===== src/sv/dss_pkg.sv =====
// Shared types and constants of the disk scan scheduler.
`default_nettype none

package dss_pkg;

  localparam int HEAD_W     = 16;
  localparam int DCYL_W     = 17;
  localparam int TRAVEL_W   = 24;
  localparam int CFG_IDX_W  = 2;
  localparam int CFG_DATA_W = 17;

  localparam logic [TRAVEL_W-1:0] TRAVEL_MAX = '1;
  localparam logic [DCYL_W-1:0]   DCYL_RESET = 17'h10000;

  localparam logic [CFG_IDX_W-1:0] REG_START_HEAD = 2'd0;
  localparam logic [CFG_IDX_W-1:0] REG_DISK_CYL   = 2'd1;
  localparam logic [CFG_IDX_W-1:0] REG_SWEEP_MODE = 2'd2;

  typedef struct packed {
    logic [HEAD_W-1:0] head;
    logic [DCYL_W-1:0] last_cyl;
    logic              cscan;
    logic              dropped;
  } job_t;

  typedef struct packed {
    logic drain;
    logic done;
  } xfer_t;

endpackage

`default_nettype wire


===== src/sv/disk_scan_cscan_scheduler.sv =====
// Top level of the SCAN / C-SCAN disk head scheduler.
// A request item is taken while busy is low, in one insertion step of the sorted chain.
// After the batch end item, busy stays high while the chain drains into RAM, and longer if
// the previous batch is still being swept. Results leave at most one per cycle and cannot
// be stalled. Sync reset loads defaults; RAM is not cleared.
`default_nettype none

module disk_scan_cscan_scheduler #(
  parameter int MAX_REQUESTS   = 32,
  parameter int CYLINDER_WIDTH = 16
) (
  input  wire logic                              clk,
  input  wire logic                              rst_n,
  input  wire logic                              start,
  output logic                                   busy,
  input  wire logic [CYLINDER_WIDTH-1:0]         in_cylinder,
  input  wire logic                              in_batch_end,
  output logic                                   out_valid,
  output logic [CYLINDER_WIDTH-1:0]              out_served_cylinder,
  output logic                                   out_has_cylinder,
  output logic [dss_pkg::TRAVEL_W-1:0]           out_travel_total,
  output logic                                   out_final_result,
  output logic                                   out_overflow,
  input  wire logic                              cfg_valid,
  output logic                                   cfg_ready,
  input  wire logic [dss_pkg::CFG_IDX_W-1:0]     cfg_index,
  input  wire logic [dss_pkg::CFG_DATA_W-1:0]    cfg_data
);

  import dss_pkg::*;

  localparam int CNTW = $clog2(MAX_REQUESTS + 1);

  logic                      job_pend;
  job_t                      job;
  logic [CNTW-1:0]           job_count;
  logic [CYLINDER_WIDTH-1:0] drain_head;
  xfer_t                     xfer;

  dss_front #(.MAX(MAX_REQUESTS), .CW(CYLINDER_WIDTH)) u_front (
    .clk          (clk),
    .rst_n        (rst_n),
    .start        (start),
    .busy         (busy),
    .in_cylinder  (in_cylinder),
    .in_batch_end (in_batch_end),
    .cfg_valid    (cfg_valid),
    .cfg_ready    (cfg_ready),
    .cfg_index    (cfg_index),
    .cfg_data     (cfg_data),
    .job_pend     (job_pend),
    .job          (job),
    .job_count    (job_count),
    .drain_head   (drain_head),
    .xfer         (xfer)
  );

  dss_back #(.MAX(MAX_REQUESTS), .CW(CYLINDER_WIDTH)) u_back (
    .clk                 (clk),
    .rst_n               (rst_n),
    .job_pend            (job_pend),
    .job                 (job),
    .job_count           (job_count),
    .drain_head          (drain_head),
    .xfer                (xfer),
    .out_valid           (out_valid),
    .out_served_cylinder (out_served_cylinder),
    .out_has_cylinder    (out_has_cylinder),
    .out_travel_total    (out_travel_total),
    .out_final_result    (out_final_result),
    .out_overflow        (out_overflow)
  );

endmodule

`default_nettype wire


===== src/sv/dss_ram.sv =====
// Generic single-port-write, single-port-read RAM with registered read data.
`default_nettype none

module dss_ram #(
  parameter int WIDTH = 16,
  parameter int DEPTH = 32,
  localparam int AW = (DEPTH > 1) ? $clog2(DEPTH) : 1
) (
  input  wire logic             clk,
  input  wire logic             we,
  input  wire logic [AW-1:0]    waddr,
  input  wire logic [WIDTH-1:0] wdata,
  input  wire logic [AW-1:0]    raddr,
  output logic      [WIDTH-1:0] rdata
);

  logic [WIDTH-1:0] mem [DEPTH];

  always_ff @(posedge clk) begin
    if (we) begin
      mem[waddr] <= wdata;
    end
    rdata <= mem[raddr];
  end

endmodule

`default_nettype wire


===== src/sv/dss_front.sv =====
// Front end: configuration registers, request intake and the sorted insertion chain.
`default_nettype none

module dss_front #(
  parameter int MAX = 32,
  parameter int CW  = 16,
  localparam int CNTW = $clog2(MAX + 1)
) (
  input  wire logic                              clk,
  input  wire logic                              rst_n,
  input  wire logic                              start,
  output logic                                   busy,
  input  wire logic [CW-1:0]                     in_cylinder,
  input  wire logic                              in_batch_end,
  input  wire logic                              cfg_valid,
  output logic                                   cfg_ready,
  input  wire logic [dss_pkg::CFG_IDX_W-1:0]     cfg_index,
  input  wire logic [dss_pkg::CFG_DATA_W-1:0]    cfg_data,
  output logic                                   job_pend,
  output dss_pkg::job_t                          job,
  output logic [CNTW-1:0]                        job_count,
  output logic [CW-1:0]                          drain_head,
  input  wire dss_pkg::xfer_t                    xfer
);

  import dss_pkg::*;

  logic [CW-1:0]     chain_r    [MAX];
  logic [CW-1:0]     chain_nxt  [MAX];
  logic [CW-1:0]     chain_prev [MAX];
  logic [CNTW-1:0]   cnt_r, cnt_nxt;
  logic              dropped_r, dropped_nxt;
  logic              pend_r, pend_nxt;
  job_t              job_r, job_nxt;
  logic [HEAD_W-1:0] head_cfg_r;
  logic [DCYL_W-1:0] dcyl_r;
  logic              mode_r;
  logic              accept;
  logic              full;
  logic [MAX-1:0]    gt;
  logic [MAX-1:0]    gt_prev;

  assign accept     = start && !pend_r;
  assign full       = (cnt_r == CNTW'(MAX));
  assign busy       = pend_r;
  assign cfg_ready  = 1'b1;
  assign job_pend   = pend_r;
  assign job        = job_r;
  assign job_count  = cnt_r;
  assign drain_head = chain_r[0];

  always_comb begin
    for (int i = 0; i < MAX; i++) begin
      gt[i] = (CNTW'(i) < cnt_r) && (chain_r[i] > in_cylinder);
    end
    gt_prev = MAX'({gt, 1'b0});
    chain_prev[0] = in_cylinder;
    for (int i = 1; i < MAX; i++) begin
      chain_prev[i] = chain_r[i-1];
    end
  end

  always_comb begin
    chain_nxt = chain_r;
    if (xfer.drain) begin
      for (int i = 0; i < MAX - 1; i++) begin
        chain_nxt[i] = chain_r[i+1];
      end
    end else if (accept && !full) begin
      for (int i = 0; i < MAX; i++) begin
        if ((CNTW'(i) == cnt_r) || gt[i]) begin
          chain_nxt[i] = gt_prev[i] ? chain_prev[i] : in_cylinder;
        end
      end
    end
  end

  always_comb begin
    cnt_nxt     = cnt_r;
    dropped_nxt = dropped_r;
    pend_nxt    = pend_r;
    job_nxt     = job_r;
    if (xfer.done) begin
      cnt_nxt     = '0;
      dropped_nxt = 1'b0;
      pend_nxt    = 1'b0;
    end else if (accept) begin
      if (full) begin
        dropped_nxt = 1'b1;
      end else begin
        cnt_nxt = cnt_r + CNTW'(1);
      end
      if (in_batch_end) begin
        pend_nxt         = 1'b1;
        job_nxt.head     = head_cfg_r;
        job_nxt.last_cyl = (dcyl_r == '0) ? '0 : dcyl_r - DCYL_W'(1);
        job_nxt.cscan    = mode_r;
        job_nxt.dropped  = full || dropped_r;
      end
    end
  end

  always_ff @(posedge clk) begin
    chain_r <= chain_nxt;
    job_r   <= job_nxt;
    if (!rst_n) begin
      cnt_r      <= '0;
      dropped_r  <= 1'b0;
      pend_r     <= 1'b0;
      head_cfg_r <= '0;
      dcyl_r     <= DCYL_RESET;
      mode_r     <= 1'b0;
    end else begin
      cnt_r     <= cnt_nxt;
      dropped_r <= dropped_nxt;
      pend_r    <= pend_nxt;
      if (cfg_valid && cfg_ready) begin
        case (cfg_index)
          REG_START_HEAD: head_cfg_r <= cfg_data[HEAD_W-1:0];
          REG_DISK_CYL:   dcyl_r     <= cfg_data[DCYL_W-1:0];
          REG_SWEEP_MODE: mode_r     <= cfg_data[0];
          default: ;
        endcase
      end
    end
  end

  a_done_needs_pend: assert property (@(posedge clk) disable iff (!rst_n)
    xfer.done |-> pend_r)
    else $error("transfer done without a pending batch");

  a_done_clears: assert property (@(posedge clk) disable iff (!rst_n)
    xfer.done |=> (cnt_r == '0) && !dropped_r && !pend_r)
    else $error("batch state not cleared after transfer");

endmodule

`default_nettype wire


===== src/sv/dss_back.sv =====
// Back end: copies a sorted batch into RAM, sweeps it and issues the service order.
`default_nettype none

module dss_back #(
  parameter int MAX = 32,
  parameter int CW  = 16,
  localparam int CNTW = $clog2(MAX + 1),
  localparam int IW   = (MAX > 1) ? $clog2(MAX) : 1
) (
  input  wire logic                            clk,
  input  wire logic                            rst_n,
  input  wire logic                            job_pend,
  input  wire dss_pkg::job_t                   job,
  input  wire logic [CNTW-1:0]                 job_count,
  input  wire logic [CW-1:0]                   drain_head,
  output dss_pkg::xfer_t                       xfer,
  output logic                                 out_valid,
  output logic [CW-1:0]                        out_served_cylinder,
  output logic                                 out_has_cylinder,
  output logic [dss_pkg::TRAVEL_W-1:0]         out_travel_total,
  output logic                                 out_final_result,
  output logic                                 out_overflow
);

  import dss_pkg::*;

  localparam int DW = (CW > DCYL_W) ? CW : DCYL_W;

  typedef enum logic [2:0] {
    ST_IDLE, ST_COPY, ST_HI, ST_ENDS, ST_LO, ST_FIN
  } state_t;

  typedef enum logic [2:0] {
    SK_NONE, SK_HI, SK_END, SK_LO, SK_FIN
  } slot_t;

  state_t              state_r, state_nxt;
  slot_t               slot_r, slot_nxt;
  logic [IW-1:0]       idx_r, idx_nxt;
  logic [CNTW-1:0]     n_r;
  job_t                job_r;
  logic [TRAVEL_W-1:0] travel_r, travel_nxt;
  logic [DW-1:0]       cur_r, cur_nxt;
  logic                po_v_r, po_v_nxt;
  logic [CW-1:0]       po_cyl_r, po_cyl_nxt;
  logic                out_valid_r, out_valid_nxt;
  logic [CW-1:0]       out_cyl_r, out_cyl_nxt;
  logic                out_has_r, out_has_nxt;
  logic [TRAVEL_W-1:0] out_travel_r, out_travel_nxt;
  logic                out_final_r, out_final_nxt;
  logic                out_ovf_r, out_ovf_nxt;

  logic                is_last;
  logic                load;
  logic                we;
  logic [CW-1:0]       rdata;
  logic [CW-1:0]       head_c;
  logic [DW-1:0]       end_ext;
  logic [DW-1:0]       d_ext;
  logic [DW-1:0]       ref_val;
  logic [DW-1:0]       delta;
  logic [TRAVEL_W:0]   sum;
  logic                take;
  logic                add_en;

  dss_ram #(.WIDTH(CW), .DEPTH(MAX)) u_ram (
    .clk   (clk),
    .we    (we),
    .waddr (idx_r),
    .wdata (drain_head),
    .raddr (idx_r),
    .rdata (rdata)
  );

  assign is_last = (CNTW'(idx_r) == n_r - CNTW'(1));
  assign load    = (state_r == ST_IDLE) && job_pend;

  always_comb begin
    state_nxt  = state_r;
    idx_nxt    = idx_r;
    slot_nxt   = SK_NONE;
    we         = 1'b0;
    xfer.drain = 1'b0;
    xfer.done  = 1'b0;
    case (state_r)
      ST_IDLE: begin
        if (job_pend) begin
          state_nxt = ST_COPY;
          idx_nxt   = '0;
        end
      end
      ST_COPY: begin
        we         = 1'b1;
        xfer.drain = 1'b1;
        if (is_last) begin
          xfer.done = 1'b1;
          state_nxt = ST_HI;
          idx_nxt   = '0;
        end else begin
          idx_nxt = idx_r + IW'(1);
        end
      end
      ST_HI: begin
        slot_nxt = SK_HI;
        if (is_last) begin
          state_nxt = ST_ENDS;
        end else begin
          idx_nxt = idx_r + IW'(1);
        end
      end
      ST_ENDS: begin
        slot_nxt  = SK_END;
        state_nxt = ST_LO;
        idx_nxt   = job_r.cscan ? '0 : IW'(n_r - CNTW'(1));
      end
      ST_LO: begin
        slot_nxt = SK_LO;
        if (job_r.cscan) begin
          if (is_last) begin
            state_nxt = ST_FIN;
          end else begin
            idx_nxt = idx_r + IW'(1);
          end
        end else begin
          if (idx_r == '0) begin
            state_nxt = ST_FIN;
          end else begin
            idx_nxt = idx_r - IW'(1);
          end
        end
      end
      ST_FIN: begin
        slot_nxt  = SK_FIN;
        state_nxt = ST_IDLE;
      end
      default: state_nxt = ST_IDLE;
    endcase
  end

  always_comb begin
    head_c  = CW'(job_r.head);
    end_ext = DW'(job_r.last_cyl);
    d_ext   = DW'(rdata);
    take    = ((slot_r == SK_HI) && (rdata > head_c)) ||
              ((slot_r == SK_LO) && (rdata < head_c));
    add_en  = take || (slot_r == SK_END);
    ref_val = take ? d_ext : end_ext;
    delta   = (ref_val > cur_r) ? ref_val - cur_r : cur_r - ref_val;
    sum     = {1'b0, travel_r} + (TRAVEL_W + 1)'(delta);

    travel_nxt     = travel_r;
    cur_nxt        = cur_r;
    po_v_nxt       = po_v_r;
    po_cyl_nxt     = po_cyl_r;
    out_valid_nxt  = 1'b0;
    out_cyl_nxt    = po_cyl_r;
    out_has_nxt    = 1'b1;
    out_travel_nxt = '0;
    out_final_nxt  = 1'b0;
    out_ovf_nxt    = job_r.dropped;

    if (add_en) begin
      travel_nxt = sum[TRAVEL_W] ? TRAVEL_MAX : sum[TRAVEL_W-1:0];
    end
    if (take) begin
      cur_nxt       = d_ext;
      po_v_nxt      = 1'b1;
      po_cyl_nxt    = rdata;
      out_valid_nxt = po_v_r;
    end else if (slot_r == SK_END) begin
      cur_nxt = job_r.cscan ? '0 : end_ext;
    end else if (slot_r == SK_FIN) begin
      po_v_nxt       = 1'b0;
      out_valid_nxt  = 1'b1;
      out_cyl_nxt    = po_v_r ? po_cyl_r : '0;
      out_has_nxt    = po_v_r;
      out_travel_nxt = travel_r;
      out_final_nxt  = 1'b1;
    end

    if (load) begin
      travel_nxt = '0;
      cur_nxt    = DW'(CW'(job.head));
    end
  end

  always_ff @(posedge clk) begin
    idx_r        <= idx_nxt;
    travel_r     <= travel_nxt;
    cur_r        <= cur_nxt;
    po_cyl_r     <= po_cyl_nxt;
    out_cyl_r    <= out_cyl_nxt;
    out_has_r    <= out_has_nxt;
    out_travel_r <= out_travel_nxt;
    out_final_r  <= out_final_nxt;
    out_ovf_r    <= out_ovf_nxt;
    if (load) begin
      job_r <= job;
      n_r   <= job_count;
    end
    if (!rst_n) begin
      state_r     <= ST_IDLE;
      slot_r      <= SK_NONE;
      po_v_r      <= 1'b0;
      out_valid_r <= 1'b0;
    end else begin
      state_r     <= state_nxt;
      slot_r      <= slot_nxt;
      po_v_r      <= po_v_nxt;
      out_valid_r <= out_valid_nxt;
    end
  end

  assign out_valid           = out_valid_r;
  assign out_served_cylinder = out_cyl_r;
  assign out_has_cylinder    = out_has_r;
  assign out_travel_total    = out_travel_r;
  assign out_final_result    = out_final_r;
  assign out_overflow        = out_ovf_r;

  a_mid_result_form: assert property (@(posedge clk) disable iff (!rst_n)
    out_valid_r && !out_final_r |-> out_has_r && (out_travel_r == '0))
    else $error("non-final item without cylinder or with travel");

  a_copy_has_batch: assert property (@(posedge clk) disable iff (!rst_n)
    (state_r == ST_COPY) |-> job_pend)
    else $error("copy running without a pending batch");

  a_fin_emits_final: assert property (@(posedge clk) disable iff (!rst_n)
    (slot_r == SK_FIN) |=> out_valid_r && out_final_r && !po_v_r)
    else $error("sweep end did not issue the final item");

endmodule

`default_nettype wire


===== config.mk =====
export PLATFORM = sky130hd
export DESIGN_NAME = disk_scan_cscan_scheduler
export DESIGN_NICKNAME = d
export VERILOG_FILES = /design/src/sv/dss_pkg.sv /design/src/sv/disk_scan_cscan_scheduler.sv /design/src/sv/dss_ram.sv /design/src/sv/dss_front.sv /design/src/sv/dss_back.sv
export SDC_FILE = /design/constraint.sdc
export NUM_CORES = 2
export LEC_CHECK = 0
export BUFFER_PORTS_ARGS = -buffer_cell sky130_fd_sc_hd__buf_2
export CORE_MARGIN = 2
export CORE_UTILIZATION = 45
export DETAILED_ROUTE_END_ITERATION = 7
export GPL_TIMING_DRIVEN = 0
export PLACE_DENSITY_LB_ADDON = 0.12
export SYNTH_ARGS = -nofsm -noshare
export SYNTH_HDL_FRONTEND = slang
export SYNTH_HIERARCHICAL = 1
export SYNTH_SLANG_ARGS = --single-unit

===== constraint.sdc =====
create_clock -name clk -period 7.7 [get_ports clk]
set_clock_uncertainty 0.05 [all_clocks]
set_input_delay 0.77 -clock clk [delete_from_list [all_inputs] [get_ports clk]]
set_output_delay 0.77 -clock clk [all_outputs]
set_load 0.03 [all_outputs]

**Word-level counts from Yosys, hierarchy flattened**

Memory sizes are Yosys's and may differ from the RTL's. A register that Yosys moved wholly into a read port is not among the register bits.
Cells that the tools add are included.

- Register bits after elaboration: 743
- Memories kept: 1
- Bits of input ports: 40
- Word-level logic and storage cells: 454
- Memory bits (writable): 512

- Bitwise operators: 5
- Add/sub/neg operators: 8
- Reductions and logical operators: 159
- $lt $le $gt $ge: 67
- Eq/ne operators: 51
- Multiplexer cells: 102

Memory list:

| name | depth | bits a word | rd ports | clocked after memory_dff | wr ports | RTL line | RTL |
|---|---|---|---|---|---|---|---|
| u_back.u_ram.mem | 32 | 16 | 1 | 1 | 1 | dss_ram.sv:17 | `logic [WIDTH-1:0] mem [DEPTH];` |

Operator list:

| kind | number |
|---|---|
| $mux W16 | 70 |
| $gt A16 B16 Y1 | 33 |
| $mux W512 | 1 |
| $mux W496 | 1 |
| $eq A5 B6 Y1 const A | 16 |
| $lt A5 B6 Y1 const A | 16 |
| $reduce_and A2 Y1 | 38 |
| $reduce_bool A2 Y1 | 33 |
| $mux W17 | 3 |
| $eq A4 B6 Y1 const A | 8 |
| $lt A4 B6 Y1 const A | 8 |
| $logic_and A1 B1 Y1 | 37 |
| $logic_or A1 B1 Y1 | 35 |
| $sub A17 B17 Y17 | 2 |
| $mux W5 | 6 |
| $add A24 B17 Y25 | 1 |
| $pmux W5 S5 | 1 |
| $eq A3 B6 Y1 const A | 4 |
| $lt A3 B6 Y1 const A | 4 |
| $mux W24 | 1 |
| $mux W3 | 6 |
| $gt A17 B17 Y1 | 1 |
| $logic_not A17 Y1 | 1 |
| $sub A17 B1 Y17 const B | 1 |
| 37 further kinds | 65 |

**Longest topological paths before layout**

- Word-level depth: 8
- Depth in mapped cells: 34

**By module**

Netlist, hierarchy kept.

Modules (own cells, without submodules):

| module | seq. area each (µm²) | instances | cells each | area an instance (µm²) |
|---|---|---|---|---|
| dss_front | 17,266.6 | 1 | 4,395 | 42,921.2 |
| dss_ram | 15,695.1 | 1 | 1,143 | 20,534.7 |
| dss_back | 3,863.7 | 1 | 896 | 8,862.2 |

**Least setup slack after synthesis**

Ideal clock, no wire load.

- Path kind: flip-flop to flip-flop
- Start point: reg u_back.job_r, in the netlist u_back/head_c[1]
- End point: reg u_back.travel_r[15]
- Path buffers: 6
- Period minus slack after synthesis: 6.955 ns
- Cell stages (with the launch flop): 35
- Data arrival time: 6.782 ns
- Slack: 0.745 ns
- Path through: edfxtp_1 > inv_1 > ha_1 > nor2b_1 > o21a_1 > o21ai_1 > a21oi_1 > o31ai_1 > a21boi_0 > o21ai_2 > buf_2 > mux2_1 > ha_1 > and2_1 > and3_1 > buf_2 > nand4b_1 > o21ai_1 > and3b_1 > buf_6 > buf_2 > buf_2 > mux2i_1 > xor2_1 > ha_1 > nor2b_1 > o21ai_1 > a21boi_1 > o21bai_1 > a21oi_1 > o41ai_2 > o221ai_2 > a21boi_2 > buf_2 > a21oi_1

- Longest elaborated chain between the ends: 8

Ends and longest elaborated chain:

| what | RTL line | RTL |
|---|---|---|
| start, declared | dss_back.sv:41 | `job_t job_r;` |
| start signal, assigned | dss_back.sv:198 | `job_r <= job;` |
| $gt A16 B16 Y1 / $lt A16 B16 Y1 (equally long branches) | dss_back.sv:144, dss_back.sv:145 |  |
| $logic_and A1 B1 Y1, on equally long branches | dss_back.sv:144, dss_back.sv:145 |  |
| $logic_or A1 B1 Y1 * | dss_back.sv:144 | `take = ((slot_r == SK_HI) && (rdata > head_c)) \|\|` |
| $mux W17 | dss_back.sv:147 | `ref_val = take ? d_ext : end_ext;` |
| $sub A17 B17 Y17 / $gt A17 B17 Y1 (equally long branches) | dss_back.sv:148 | `delta = (ref_val > cur_r) ? ref_val - cur_r : cur_r - ref_val;` |
| $mux W17 | dss_back.sv:148 |  |
| $add A24 B17 Y25 | dss_back.sv:149 | `sum = {1'b0, travel_r} + (TRAVEL_W + 1)'(delta);` |
| $mux W24 | dss_back.sv:163 | `travel_nxt = sum[TRAVEL_W] ? TRAVEL_MAX : sum[TRAVEL_W-1:0];` |
| end signal, assigned | dss_back.sv:189 | `travel_r <= travel_nxt;` |
| end, declared | dss_back.sv:42 | `logic [TRAVEL_W-1:0] travel_r, travel_nxt;` |

Every way passes the cells marked *; elsewhere a longest branch is shown, timed or not.
A chain may end at the register's enable or synchronous reset.

**Worst setup path after layout**

- Start point: reg u_back.u_ram.rdata[1], read port of u_back.u_ram.mem
- End point: reg u_back.travel_r[13]

- Longest elaborated chain between the ends: 8

Ends and longest elaborated chain:

| what | RTL line | RTL |
|---|---|---|
| start, declared | dss_ram.sv:14 | `output logic [WIDTH-1:0] rdata` |
| $gt A16 B16 Y1 / $lt A16 B16 Y1 (equally long branches) | dss_back.sv:144, dss_back.sv:145 |  |
| $logic_and A1 B1 Y1, on equally long branches | dss_back.sv:144, dss_back.sv:145 |  |
| $logic_or A1 B1 Y1 | dss_back.sv:144 |  |
| $mux W17 | dss_back.sv:147 |  |
| $sub A17 B17 Y17 / $gt A17 B17 Y1 (equally long branches) | dss_back.sv:148 |  |
| $mux W17 | dss_back.sv:148 |  |
| $add A24 B17 Y25 | dss_back.sv:149 |  |
| $mux W24 | dss_back.sv:163 |  |

Parallel ways exist; a longest one is shown, timed or not.

==> results by group <==
Status
  • Outcome: finished with violations
  • Failing checks: capacitance limit, slew limit

CTS
  • CTS tree: yes
  • Clock insertion delay at the later pin of the skew report: ~0.8 ns
  • Worst-path clk slew: 0.06 ns
  • Cts hold-fix bufs: 0
  • Root Buffer: clkbuf_16
  • CTS sink cnt: around 1300
  • Clock Tree Buf Depth: 3
  • Num CTS Buffers: about 140
  • Htree depth: 4

Final layout
  • Most frequent cells in the layout: edfxtp_1, ha_1, nand2_1
  • Post-route insts no fill: ~9000
  • Area Growth Syn to Fin: 12.0%
  • Layout Nets: 7330
  • Share of cells above drive strength 1: between 9 and 10%
  • Most common cell after layout, fill and taps aside: edfxtp_1

Timing
  • Slew headroom: -9.06%
  • Peak Freq: around 140 MHz
  • Final period util: between 90% and 100%
  • Setup WS post-layout: 0.462 ns
  • Endpoints failing setup: 0
  • Final number of max-transition violations: between 60 and 70
  • Final Critical Period: 7.24 ns
  • WHS: approximately 0.21 ns
  • Final Hold Vio Count: 0
  • RSZ-0062 raised after global routing: no
  • Worst-margin pin slew: between 1.5 and 2 ns

Synthesis
  • Synth Area in XOR/XNOR: less than 1%
  • Post-synth cell types: 98
  • Synth Area in Compound Gates: 13.5%
  • Synth Area in Adders: between 10 and 15%
  • Syn_nets: 7066
  • Cells after synthesis: about 6400
  • Most used DFF post-synth: edfxtp_1
  • Yosys warnings: 6
  • EDFF count, synth: about 1100
  • Portion of netlist area occupied by mux cells: about 6.3%
  • Post-synth top area cell: edfxtp_1
  • Synth top area share: 47.2%
  • Avg Cell Area, Syn: 11.2 um2
  • Post-synth ARST share: 0%
  • Synth Cell Area: approximately 72000 um2
  • Sequential-to-total area share from yosys stat: 50.9%
  • Most area-consuming cells after synthesis: edfxtp_1, ha_1, mux2i_1, dfxtp_1, a221o_1
  • Main combinational cell family by area after synthesis: compound AO/OA/AOI/OAI gates
  • Simple-gate share of the synthesized area: between 10% and 20%
  • Synthesized flop and latch total: 1271

Worst setup path
  • CP Capture Type: flop
  • Crit Path Class: reg -> reg
  • Data required, critical path: 8.30 ns
  • CP max-delay cell: mux2_1
  • Critical Path Start Type: flop
  • Worst-path maximum fanout: 17
  • CP peak stage delay: 0.43 ns
  • Worst EP arrival: slightly below 8 ns

Die
  • # rows: ~150
  • Initial Util: between 40 and 50%
  • I/O Pins: 86
  • Die Ht: roughly 400 um
  • Die width: slightly above 400 um
  • Die area: 164000 um2
  • Core Area: 160000 um2

Global routing
  • GR peak layer: met2
  • GR Util met2: between 50% and 60%
  • Gr ovfl total: 0
  • Met1 Resource Use GR: between 40% and 50%
  • Pin count of the biggest net entering global routing: 36
  • Initial antenna violation count: 8
  • Vias in the first global route: 54200
  • First-pass GRT wire length: about 380000 um
  • GR Util met3: between 6 and 7%
  • Total global-route track usage: between 30% and 40%

Power and ir drop
  • Power, Total: about 0.018 W
  • VDD IR max: 0.000243 V
  • Leak: roughly 30 nW
  • Pwr/cell area: 225 nW/um2

Routing
  • Drt drc: 0
  • Detailed Routing Iterations Pass 1: 8
  • Wire length per cell: between 30 and 40 um
  • Final ANT Viol Nets: 0
  • Initial DRC count: 5978
  • Avg Vias per Cell: 6.35
  • Final wirelength: ~270000 um
  • Routed vias: 56500

Placement
  • Port-buffer cells: 69
  • Dpl ws: -0.817 ns
  • Placed insts: 8634
  • DP HPWL: roughly 200000 um
  • Final GP Congestion: just under 1

Min path
  • Min-delay worst type: in -> reg

Job
  • Maxcap violations: 7
## registers in the layout (all words and copies together), names as in the netlist, 17 cells and up
signal,count
u_back/cur_r,17
u_back/end_ext,17
u_back/travel_r,24
u_front/dcyl_r,17
u_back/u_ram/mem,512
u_front/chain_prev,480
u_back/out_travel_total,24
u_front/job,35
## kinds of logic after synthesis
family	Yosys count
simple gates	1868
compound gates	1416
flops	1271
buf+inv	781
fa+ha+maj	592
mux	447
xor+xnor	58
other cells	1
## where the power goes
part	switching (W)	internal (W)
clock	0.00295	0.00388
combinational	0.00203	0.000985
sequential	0.000355	0.00799
## critical path: cells and delay by family (launching register included)
kind                     cells  cell delay [ns]
XOR/XNOR                     1             0.17
adder cells (fa/ha/maj)      3             1.01
multiplexers                 2             0.61
AO/OA/AOI/OAI               18             3.54
buffers and inverters        4             0.88
AND/OR/NAND/NOR              3             0.47
flip-flops                   1             0.36
## per-stage QoR
stage	instance area [um2]	setup TNS (ns)	utilization [%]
detailed placement	76200	-14.76	47.6
global route	80900	0	50.6
floorplan	72300	0	-
CTS	80900	0	50.5
global placement	75300	-41.92	47.0
finish	81000	0	50.6
## cell type report
cell class                      count  area (um2)
Timing Repair Buffer              119        1180
Clock inverter                     77         787
Clock buffer                      183        3850
Sequential cell                  1271       36800
Buffer                            458        2270
Fill cell                       14400       79100
Multi-Input combinational cell   4382       32200
Tap cell                         2086        2610
Antenna cell                        7        17.5
Inverter                          322        1220
## path summary, 6_finish.rpt
kind,slack (ns),startpoint,cells past startpoint,to
hold / removal,0.21,cfg_data[16],3,u_front/dcyl_r[16]$_SDFFE_PN1P_
setup / recovery,0.46,u_back/u_ram/rdata[1]$_DFF_P_,31,u_back/travel_r[13]$_SDFFE_PP0P_
hold reg to reg,0.30,u_back/out_ovf_nxt$_DFFE_PP_,0,u_back/out_overflow$_DFF_P_
setup reg to reg,0.46,u_back/u_ram/rdata[1]$_DFF_P_,31,u_back/travel_r[13]$_SDFFE_PP0P_
## layer usage
layer  up-vias  wire length (um)
met5         -                70
met1     27900            109000
met2      2637            123000
met3       670             22200
met4        10             18900
li1      25300                 -
## timing repair
item	CTS	global route
buffers inserted	2	2
setup endpoints to repair	24	24
endpoints found under the hold margin	0	0
pin swaps	2	2
resized for setup	7	6
## cell usage after synthesis, types with 29 or more instances
master	n
nor3b_1	143
nand4_1	101
o21ai_0	304
inv_1	320
a22o_1	36
a221o_1	222
a21boi_0	53
nor2_1	147
xnor2_1	32
buf_2	73
nand3_1	397
and2_1	37
nor2b_1	76
mux2i_1	412
o211ai_1	32
nand2_1	536
clkbuf_1	298
a31oi_1	29
nor4_1	215
buf_4	50
edfxtp_1	1137
a21o_1	83
a22oi_1	74
ha_1	589
a21oi_1	319
nor3_1	60
dfxtp_1	134
o31ai_1	92
(Power assumes the default switching activity.)
